<file path="src/design/assert_macros.svh">
// ----------------------------------------------------------------------------
// Assertion macros
// Shared concurrent assertion forms clocked on i_clk, quiet during reset.
// ----------------------------------------------------------------------------
`ifndef ASSERT_MACROS_SVH
`define ASSERT_MACROS_SVH

// Checks that an antecedent implies a consequent in the same cycle.
`define KRLT_ASSERT_IMP(lbl, ante, cons) \
    lbl: assert property (@(posedge i_clk) disable iff (!i_rst_n) (ante) |-> (cons)) \
        else $error("assertion failed");

// Checks that an antecedent implies a consequent in the next cycle.
`define KRLT_ASSERT_NEXT(lbl, ante, cons) \
    lbl: assert property (@(posedge i_clk) disable iff (!i_rst_n) (ante) |=> (cons)) \
        else $error("assertion failed");

`endif

</file>
<file path="src/design/krlt_ram.sv">
// ----------------------------------------------------------------------------
// Generic RAM
// One write port and one read port with registered read data.
// ----------------------------------------------------------------------------
module krlt_ram #(
    parameter int WIDTH = 8,
    parameter int DEPTH = 16
) (
    input  logic                     i_clk,
    input  logic                     i_we,
    input  logic [$clog2(DEPTH)-1:0] i_waddr,
    input  logic [WIDTH-1:0]         i_wdata,
    input  logic                     i_re,
    input  logic [$clog2(DEPTH)-1:0] i_raddr,
    output logic [WIDTH-1:0]         o_rdata
);
    logic [WIDTH-1:0] r_mem [DEPTH];

    always_ff @(posedge i_clk) begin
        if (i_we) begin
            r_mem[i_waddr] <= i_wdata;
        end
        if (i_re) begin
            o_rdata <= r_mem[i_raddr];
        end
    end
endmodule

</file>
<file path="config.mk">
export PLATFORM = sky130hd
export DESIGN_NAME = krlt_ram
export DESIGN_NICKNAME = d
export VERILOG_FILES = /design/src/design/assert_macros.svh /design/src/design/krlt_ram.sv
export SDC_FILE = /design/constraint.sdc
export NUM_CORES = 1
export LEC_CHECK = 0
export BUFFER_PORTS_ARGS = -buffer_cell sky130_fd_sc_hd__buf_4
export CORE_MARGIN = 10
export CORE_UTILIZATION = 54
export CTS_BUF_LIST = sky130_fd_sc_hd__clkbuf_4 sky130_fd_sc_hd__clkbuf_8
export DETAILED_ROUTE_END_ITERATION = 10
export PLACE_DENSITY = 0.72
export SLEW_MARGIN = 10
export SYNTH_ARGS = -nofsm -noshare
export SYNTH_HDL_FRONTEND = slang
export SYNTH_SLANG_ARGS = --single-unit
</file>
<file path="constraint.sdc">
create_clock -name i_clk -period 5.06 [get_ports i_clk]
set_input_delay 1.012 -clock i_clk [delete_from_list [all_inputs] [get_ports i_clk]]
set_output_delay 1.012 -clock i_clk [all_outputs]
set_load 0.005 [all_outputs]
</file>
==> summary.md, run 1 <==
| Metric | Value |
|---|---|
| Status | completed |
| Period utilization | 0.4902 |
| Clk_skew | around 11 ps |
| Fin crit period | between 2000 and 2500 ps |
| DR DRC count | 0 |
| Per-cell routed wire length | 23.72 um |
| Global-route wire length before repair | about 15000 um |
| Final HPWL DP | approximately 6000 um |
| Setup TNS | 0 ps |
| WL final | roughly 9700 um |
| Proportion of layout cells with a drive suffix above 1 | 0.2806 |
| Hold Path Depth | 3 |
| Most common cell after layout, fill and taps aside | edfxtp_1 |
| 1st-iter DRT viols | 186 |
| Largest family of logic cells by synthesized area | multiplexers |
| Total CTS buffers | 17 |
| Mux contribution to synthesized area | 0.1479 |
| Starting Density | 0.5604 |
| Post-synthesis area per instance | roughly 23 sq um |
| ANT cells | 0 |
| Maximum VDD drop | roughly 0.18 mV |
| Final setup viols | 0 |
| Clock transition at path regs | about 70 ps |
| Top cells by area, synth | edfxtp_1 78%, mux4_2 7.8%, mux4_1 7.0% |
| DIE AREA | 14020 sq um |
| Simple-Gate Fraction of Synth Area | 0.03135 |
| Final GP Congestion | between 0.7 and 0.8 |
| Post-synthesis register bit count | 136 |
| Netlist cell types | 18 |
| Startpoint Class | input pin |
| ANT nets after route | 0 |
| Synth Area in XOR/XNOR | 0 |
| Lkg Pwr | 1.953 nW |
| Worst setup path category | input pin to register |
| Most frequent cells in the layout | 136 x edfxtp_1, 27 x buf_4, 18 x mux4_2 |
| Clock Path Buffers | 2 |
| Placed cell areas | around 5500 sq um |
| Cts-stage hold buffer count | 0 |
| Die width | approximately 120 um |
| PortBufs | 26 |
| Initial antenna violation count | 0 |
| Vias post-DR | 2427 |
| Fin area | 5938 sq um |
| Clk sink count | around 140 |
| Number of global-route vias before repair | ~2600 |
| Setup crit end kind | register |
| RSZ-0062 raised after global routing | no |
| Vias/cell | about 6 |
| Complex-gate fraction of the synthesized area | 0.02298 |
| Cell area after synthesis | 5228 sq um |
| Critical path data arrival time | 2520 ps |
| Pwr Density | 391.4 nW/um^2 |
| Yosys top cell by area | edfxtp_1 |
| Seq/Total Area, Yosys | 0.7812 |
| Worst reg-to-reg path cell count | 3 |
| Post-CTS setup buffer count | 0 |
| Tightest Pin Transition | about 1100 ps |
| Synth Area in Adders | 0 |
| CTS tree | built |
| Slew Viols, Final | 0 |
| Area delta synth->final | 13.60% |
| Nets | roughly 280 |
| Yosys top cell area share | 0.7812 |
| CP max FO | 8 |
| Post-CTS Resized | 0 |
| Hold Fails Final Rpt | 0 |
| Cells after synthesis | 229 |
| Req. time, crit path | a little over 5000 ps |
| GRT Residual Overflow | 0 |
| Largest net degree at the start of global routing | 33 |
| Max Cap Violations | 0 |
| Yosys warns | 0 |
| Tightest Hold Check Type | register to register |
| Max transition margin | 0.2307 |
| First-pass DRT Iterations | 4 |
| Core footprint | between 9000 and 10000 sq um |
| Worst skew pair latency | between 400 and 500 ps |
| # rows | 35 |
| Max Clock Freq | ~400 MHz |
| Clock tree root driver cell | clkbuf_8 |
| # H-tree levels | 4 |
| GR Util All Layers | 0.1452 |
| Syn_nets | roughly 250 |
| Die H | 118.4 um |
| Ports | 27 |
registers in the layout (all words and copies together), names as in the netlist:
signal,count
o_rdata,8
r_mem,128
worst paths after layout:
check	startpoint	endpoint	slack (ps)
setup / recovery	i_waddr[2]	r_mem[0][1]$_DFFE_PP_	2580
hold / removal	r_mem[14][4]$_DFFE_PP_	o_rdata[4]$_DFFE_PP_	760
setup reg to reg	r_mem[0][6]$_DFFE_PP_	o_rdata[6]$_DFFE_PP_	3540
hold reg to reg	r_mem[14][4]$_DFFE_PP_	o_rdata[4]$_DFFE_PP_	760
critical path, cell delays in order:
cell and delay, ps:
buf_4 120, or3b_2 500, nor3_1 890
metrics by stage:
| step | instances | util | total power, mW | hold slack (ps) | setup slack [ps] |
|---|---|---|---|---|---|
| finish | 407 | 0.6366 | 2.324 | 760.4 | 2579 |
| global route | 407 | 0.6366 | 2.406 | 804.0 | 2464 |
| CTS | 407 | 0.6366 | 2.341 | 756.7 | 2539 |
| detailed placement | 375 | 0.5913 | 1.416 | 744.9 | 2093 |
| global placement | 375 | 0.5913 | 1.412 | 727.1 | 2174 |
| floorplan | 229 | - | 1.362 | 704.8 | 2555 |
routing by layer:
layer	GRT usage	share of wire	up-vias
met2	0.2271	0.49	78
met1	0.1875	0.43	1283
met3	0.04522	0.057	14
li1	-	-	1052
met5	0	0	-
met4	0.05420	0.017	0
cell type report:
cell class / instances / area, sq um
repair buffers: 27 / 202.7
clock inverters: 14 / 181.4
clock buffers: 18 / 241.5
fillers: 621 / 3390
multi-input cells: 83 / 1067
flip-flops and latches: 136 / 4084
well taps: 129 / 161.4
Yosys cell counts:
cell	n
a22oi_1	16
and2_1	1
and2b_1	1
buf_2	3
buf_4	1
buf_6	3
clkdlybuf4s25_2	3
edfxtp_1	136
mux4_1	14
mux4_2	18
nand2_1	9
nand2b_1	2
nand3_1	1
nand3b_1	2
nor2_1	13
nor2b_1	1
nor3_1	4
or3b_2	1
where the power goes:
group	total, mW	switching, mW	leakage, nW	internal (mW)
combinational	0.114	0.0636	0.503	0.0504
clock	0.936	0.398	0.215	0.537
sequential	1.27	0.00656	1.24	1.27
total	2.32	0.469	1.95	1.86
logic make-up after synthesis:
group / after synthesis
AND/OR/NAND/NOR: 35
AO/OA/AOI/OAI: 16
buffers and inverters: 10
multiplexers: 32
flip-flops: 136
Note: power is estimated with default switching activity, not from simulation.
==> run 2: changes to the inputs <==
Settings changed: ABC_AREA from default to 1, PLACE_DENSITY 0.72 to 0.74.
Clock period 5.06 ns to 2.1 ns, I/O delays scaled along.
==> summary.md, run 2 <==
| Metric | Value |
|---|---|
| Core footprint | 10420 sq um (was 9328 sq um) |
| Clock Path Buffers | 2 (unchanged) |
| Fin crit period | 1418 ps |
| GR Util All Layers | 0.1748 (was 0.1452) |
| Largest net degree at the start of global routing | 65 (was 33) |
| Period utilization | 0.6752 |
| # placed instances | 710 (was 375) |
| Post-synth EDFFs | 136 (unchanged) |
| Slew Viols, Final | 0 (unchanged) |
| Worst skew pair latency | 430 ps (about the same) |
| Lkg Pwr | 2.838 nW (was 1.953 nW) |
| Crit path cell chain | buf_4 (was buf_4 -> or3b_2 -> nor3_1) |
| Vias/cell | 5.274 (was 5.963) |
| 1st-iter DRT viols | 457 (was 186) |
| Placed cell areas | 6228 sq um (was 5515 sq um) |
| Req. time, crit path | 1680 ps (was 5100 ps) |
| Worst setup path category | register to output pin (was input pin to register) |
| Clk sink count | 136 (unchanged) |
| ANT nets after route | 0 (unchanged) |
| Post-synthesis area per instance | 10.61 sq um (was 22.83 sq um) |
| Netlist cell types | 11 (was 18) |
| Final HPWL DP | 8065 um (was 5950 um) |
| DR DRC count | 0 (unchanged) |
| Crit path largest cell delay | 410 ps (was 890 ps) |
| Status | completed (unchanged) |
| Proportion of layout cells with a drive suffix above 1 | 0.1242 (was 0.2806) |
| Tightest Hold Check Type | input pin to register (was register to register) |
| Initial antenna violation count | 0 (unchanged) |
| Async S/R FF share, synth | 0 (unchanged) |
| Area delta synth->final | 12.07% (was 13.60%) |
| GRT Residual Overflow | 0 (unchanged) |
| Post-CTS setup buffer count | 0 (unchanged) |
| Total CTS buffers | 17 (unchanged) |
| Post-place setup slack | 297.1 ps (was 2093 ps) |
| Seq/Total Area, Yosys | 0.6985 (was 0.7812) |
| Starting Density | 0.5613 (was 0.5604) |
| CP max FO | 1 (was 8) |
| CTS tree | built (unchanged) |
| Synth cell count leaders | 173 x nand2_1, 136 x edfxtp_1, 100 x inv_1 (was 136 x edfxtp_1, 18 x mux4_2, 16 x a22oi_1) |
| Max Cap Violations | 0 (unchanged) |
| Yosys top cell area share | 0.6985 (was 0.7812) |
| Worst path slowest cell | edfxtp_1 (was nor3_1) |
| Syn_nets | 570 (was 248) |
| Startpoint Class | register (was input pin) |
| R2r setup slk | 930 ps (was 3540 ps) |
| Sum of buffers and inverters on the critical path | 1 (unchanged) |
| Cells after synthesis | 551 (was 229) |
| # rows | 37 (was 35) |
| Area occupied by multi-input gates | 1214 sq um (was 1067 sq um) |
| Tightest Pin Transition | 386.5 ps (was 1145 ps) |
| # H-tree levels | 4 (unchanged) |
| Sequential Area | 4084 sq um (unchanged) |
| Die width | 124.1 um (was 118.4 um) |
| WL final | 12550 um (was 9655 um) |
| Die H | 124.1 um (was 118.4 um) |
| Pwr Density | 800.4 nW/um^2 (was 391.4 nW/um^2) |
| ANT cells | 0 (unchanged) |
| RSZ-0062 raised after global routing | no (unchanged) |
| Fin util | 0.6291 (was 0.6366) |
| Max transition margin | 0.7424 (was 0.2307) |
| Nets | 612 (was 284) |
| Cts-stage hold buffer count | 0 (unchanged) |
| Maximum VDD drop | 0.4888 mV (was 0.1755 mV) |
| Setup crit end kind | output pin (was register) |
| Post-CTS Resized | 0 (unchanged) |
| Top flop regs | r_mem x128, o_rdata x8 (unchanged) |
| Number of global-route vias before repair | 3812 (was 2626) |
| Crit-path leading delay family | flip-flops (was simple AND/OR/NAND/NOR gates) |
| Count leader, synth | nand2_1 (was edfxtp_1) |
| Top cells by area, synth | edfxtp_1 70%, nand2_1 11%, nand3_1 8.3% (was edfxtp_1 78%, mux4_2 7.8%, mux4_1 7.0%) |
| Clock transition at path regs | 70 ps (about the same) |
| Setup TNS | 0 ps (unchanged) |
| Yosys warns | 0 (unchanged) |
| First-pass DRT Iterations | 5 (was 4) |
| Cell area after synthesis | 5847 sq um (was 5228 sq um) |
| Most frequent cells in the layout | 173 x nand2_1, 136 x edfxtp_1, 100 x inv_1 (was 136 x edfxtp_1, 27 x buf_4, 18 x mux4_2) |
| Global-route wire length before repair | 19970 um (was 15210 um) |
| Final setup viols | 0 (unchanged) |
| Fin area | 6553 sq um (was 5938 sq um) |
| Final GP Congestion | 0.8584 (was 0.7180) |
| Max reg flops | 128 (unchanged) |
| Vias post-DR | 3903 (was 2427) |
| Max Clock Freq | between 700 and 800 MHz |
| Per-cell routed wire length | 16.96 um (was 23.72 um) |
| Critical path data arrival time | 1000 ps (was 2520 ps) |
| Clock tree root driver cell | clkbuf_8 (unchanged) |
| PortBufs | 26 (unchanged) |
| Clk_skew | 8.837 ps (was 11.11 ps) |
| Ys flop type | edfxtp_1 (unchanged) |
| Hold Fails Final Rpt | 0 (unchanged) |
| Ports | 27 (unchanged) |
| DIE AREA | 15390 sq um (was 14020 sq um) |
| Fillers | 843 (was 621) |
| Post-synthesis register bit count | 136 (unchanged) |
| Top reg by flops | r_mem (unchanged) |
| Yosys top cell by area | edfxtp_1 (unchanged) |
| Final worst slack | 682.0 ps (was 2579 ps) |
| Non-Filler Instances | 740 (was 407) |
| Most common cell after layout, fill and taps aside | nand2_1 (was edfxtp_1) |
-- run 2: cell count changes after synthesis, sizes merged, moves of 16 or more --
cell   change
inv      +102
a22oi     -16
mux4      -32
buf       +17
nand2    +164
nand3     +96
-- run 2: per-layer routing --
metal / global-route usage / up-vias / share of wire
li1: - / 1861 / -
met1: 0.2336 / 1859 / 0.45
met2: 0.2645 / 156 / 0.46
met3: 0.04253 / 27 / 0.065
met4: 0.08201 / 0 / 0.021
met5: 0 / - / 0
-- run 2: layout make-up --
| cell class | count | area share |
|---|---|---|
| timing repair buffer | 47 | 0.05767 |
| tap | 136 | 0.02597 |
| clock buffer | 17 | 0.03571 |
| multi-input combinational | 289 | 0.1852 |
| inverter | 102 | 0.05843 |
| clock inverter | 13 | 0.01375 |
| sequential | 136 | 0.6233 |
-- run 2: cell families (layout without fill, tap and decap cells) --
kind of cell | after synthesis | after routing | share of synthesized area
buffers and inverters | 126 | 179 | 0.09394
flip-flops | 136 | 136 | 0.6985
AND/OR/NAND/NOR | 289 | 289 | 0.2076
-- run 2: power by group --
| part | total (mW) | switching [mW] | internal [mW] |
|---|---|---|---|
| Combinational | 0.381 | 0.256 | 0.125 |
| Sequential | 3.07 | 0.0168 | 3.06 |
| Clock | 1.79 | 0.904 | 0.887 |
| Total | 5.24 | 1.18 | 4.07 |
-- run 2: worst paths after layout --
check	from	to	depth (start not counted)
worst max register to register	r_mem[13][6]$_DFFE_PP_	o_rdata[6]$_DFFE_PP_	6
worst max-delay path	o_rdata[3]$_DFFE_PP_	o_rdata[3]	1
worst min-delay path	i_re	o_rdata[7]$_DFFE_PP_	1
worst min register to register	r_mem[5][0]$_DFFE_PP_	o_rdata[0]$_DFFE_PP_	6
-- run 2: metrics by stage --
| step | power [mW] | hold WS, ps |
|---|---|---|
| 2_1_floorplan | 3.344 | 518.9 |
| 3_3_place_gp | 3.500 | 715.4 |
| 3_5_place_dp | 3.512 | 720.1 |
| 4_1_cts | 5.281 | 252.0 |
| 5_1_grt | 5.436 | 257.3 |
| 6_report | 5.245 | 281.8 |
-- run 2: worst reg2reg max path, stage by stage (launching register included) --
cell and delay, ps:
edfxtp_1 380, inv_1 80, nand2_1 50, nand3_1 90
nand3_1 130, nand3_1 150, nand2_1 60
==> run 3: changes to the inputs <==
Settings changed: PLACE_DENSITY 0.74 to 0.71.
Clock period 2.1 ns to 1.4 ns, I/O delays scaled along.
==> summary.md, run 3 (synthesis results as in run 2) <==
| Metric | Value |
|---|---|
| Max Cap Violations | 0 (unchanged) |
| Met3 usage | 0.04570 (was 0.04253) |
| CTS tree | built (unchanged) |
| Critical path data arrival time | 1010 ps (was 1000 ps) |
| DIE AREA | 15390 sq um (unchanged) |
| Area delta synth->final | 14.92% (was 12.07%) |
| Largest net degree at the start of global routing | 37 (was 65) |
| Fin crit period | roughly 1300 ps |
| Crit path largest cell delay | 420 ps (was 410 ps) |
| Most frequent cells in the layout | 173 x nand2_1, 136 x edfxtp_1, 100 x inv_1 (unchanged) |
| Post-CTS Resized | 0 (unchanged) |
| Max Clock Freq | between 700 and 800 MHz |
| Ports | 27 (unchanged) |
| Clock transition at path regs | 80 ps (was 70 ps) |
| ANT cells | 0 (unchanged) |
| GRT Residual Overflow | 0 (unchanged) |
| Max reg flops | 128 (unchanged) |
| Most used routing layer | met2 (unchanged) |
| # H-tree levels | 4 (unchanged) |
| First-pass DRT Iterations | 5 (unchanged) |
| Number of global-route vias before repair | 3797 (was 3812) |
| Met2 Use GR | 0.2777 (was 0.2645) |
| Setup crit end kind | output pin (unchanged) |
| Core footprint | 10420 sq um (unchanged) |
| Most common cell after layout, fill and taps aside | nand2_1 (unchanged) |
| Clk_skew | 6.195 ps (was 8.837 ps) |
| Global-route wire length before repair | 20750 um (was 19970 um) |
| Die width | 124.1 um (unchanged) |
| Cts-stage hold buffer count | 0 (unchanged) |
| CP max FO | 1 (unchanged) |
| Top reg by flops | r_mem (unchanged) |
| 1st-iter DRT viols | 533 (was 457) |
| Startpoint Class | register (unchanged) |
| RSZ-0062 raised after global routing | no (unchanged) |
| Crit path cell chain | buf_4 (unchanged) |
| Req. time, crit path | 1120 ps (was 1680 ps) |
| Nets | 617 (was 612) |
| Sum of buffers and inverters on the critical path | 1 (unchanged) |
| Critical Path Source | o_rdata[2]$_DFFE_PP_ (was o_rdata[3]$_DFFE_PP_) |
| Post-CTS setup buffer count | 0 (unchanged) |
| Crit-path leading delay family | flip-flops (unchanged) |
| # rows | 37 (unchanged) |
| Starting Density | 0.5613 (unchanged) |
| WL final | 13010 um (was 12550 um) |
| Vias/cell | 5.286 (was 5.274) |
| Tightest Hold Check Type | input pin to register (unchanged) |
| Hold Fails Final Rpt | 0 (unchanged) |
| Period utilization | 0.9228 |
| Setup TNS | 0 ps (unchanged) |
| R2R Path Start | r_mem[1][7]$_DFFE_PP_ (was r_mem[13][6]$_DFFE_PP_) |
| Total CTS buffers | 17 (unchanged) |
| Final hold slack | 139.3 ps (was 281.8 ps) |
| Initial antenna violation count | 0 (unchanged) |
| Clock tree root driver cell | clkbuf_8 (unchanged) |
| ANT nets after route | 0 (unchanged) |
| Maximum VDD drop | 0.7062 mV (was 0.4888 mV) |
| Final setup viols | 0 (unchanged) |
| Top flop regs | r_mem x128, o_rdata x8 (unchanged) |
| Hold wc startpoint | i_re (unchanged) |
| Tightest Pin Transition | 559.6 ps (was 386.5 ps) |
| Die H | 124.1 um (unchanged) |
| Final GP Congestion | 0.8602 (was 0.8584) |
| Worst path slowest cell | edfxtp_1 (unchanged) |
| Clock Path Buffers | 2 (unchanged) |
| Proportion of layout cells with a drive suffix above 1 | 0.1375 (was 0.1242) |
| PortBufs | 26 (unchanged) |
| Final HPWL DP | 8504 um (was 8065 um) |
| Met1 GRT Util | 0.2470 (was 0.2336) |
| GR Util All Layers | 0.1819 (was 0.1748) |
| Per-cell routed wire length | 17.42 um (was 16.96 um) |
| Lkg Pwr | 2.917 nW (was 2.838 nW) |
| Vias post-DR | 3949 (was 3903) |
| Clk sink count | 136 (unchanged) |
| Pwr Density | 1287 nW/um^2 (was 800.4 nW/um^2) |
| Status | completed (unchanged) |
| DR DRC count | 0 (unchanged) |
| Worst setup path category | register to output pin (unchanged) |
| Worst skew pair latency | 440 ps (was 430 ps) |
| Slew Viols, Final | 0 (unchanged) |
| Max transition margin | 0.6264 (was 0.7424) |
==> run 3: stage by stage <==
step	setup WS (ps)	utilization	instances	area, sq um	total power [mW]
floorplan	169.2	-	551	5847	5.016
global placement	-79.13	0.6040	715	6291	5.281
detailed placement	-94.45	0.6040	715	6291	5.294
CTS	87.97	0.6450	747	6719	8.686
global route	57.32	0.6450	747	6719	8.927
finish	108.0	0.6450	747	6719	8.647
==> run 3: area by class of cell <==
type | count | area [sq um]
sequential | 136 | 4084
fill | 822 | 3697
multi-input combinational | 289 | 1214
timing repair buffer | 52 | 440.4
inverter | 102 | 382.9
clock buffer | 19 | 249.0
clock inverter | 13 | 178.9
tap | 136 | 170.2
==> run 3: path summary, 6_finish.rpt <==
path                           to  slack (ps)  cells past startpoint
max reg2reg  o_rdata[7]$_DFFE_PP_         230                      6
max                    o_rdata[2]         110                      1
min reg2reg  o_rdata[0]$_DFFE_PP_         760                      6
min          o_rdata[0]$_DFFE_PP_         140                      1
==> run 3: routing by layer <==
layer	up-vias	wire length (um)
li1	1868	-
met1	1913	5717
met2	153	6124
met3	15	996
met4	0	172
met5	-	0
==> run 3: where the power goes <==
group / switching [mW] / internal, mW / total (mW)
Combinational: 0.392 / 0.203 / 0.595
Clock: 1.48 / 1.97 / 3.44
Sequential: 0.0280 / 4.58 / 4.61
Total: 1.90 / 6.75 / 8.65
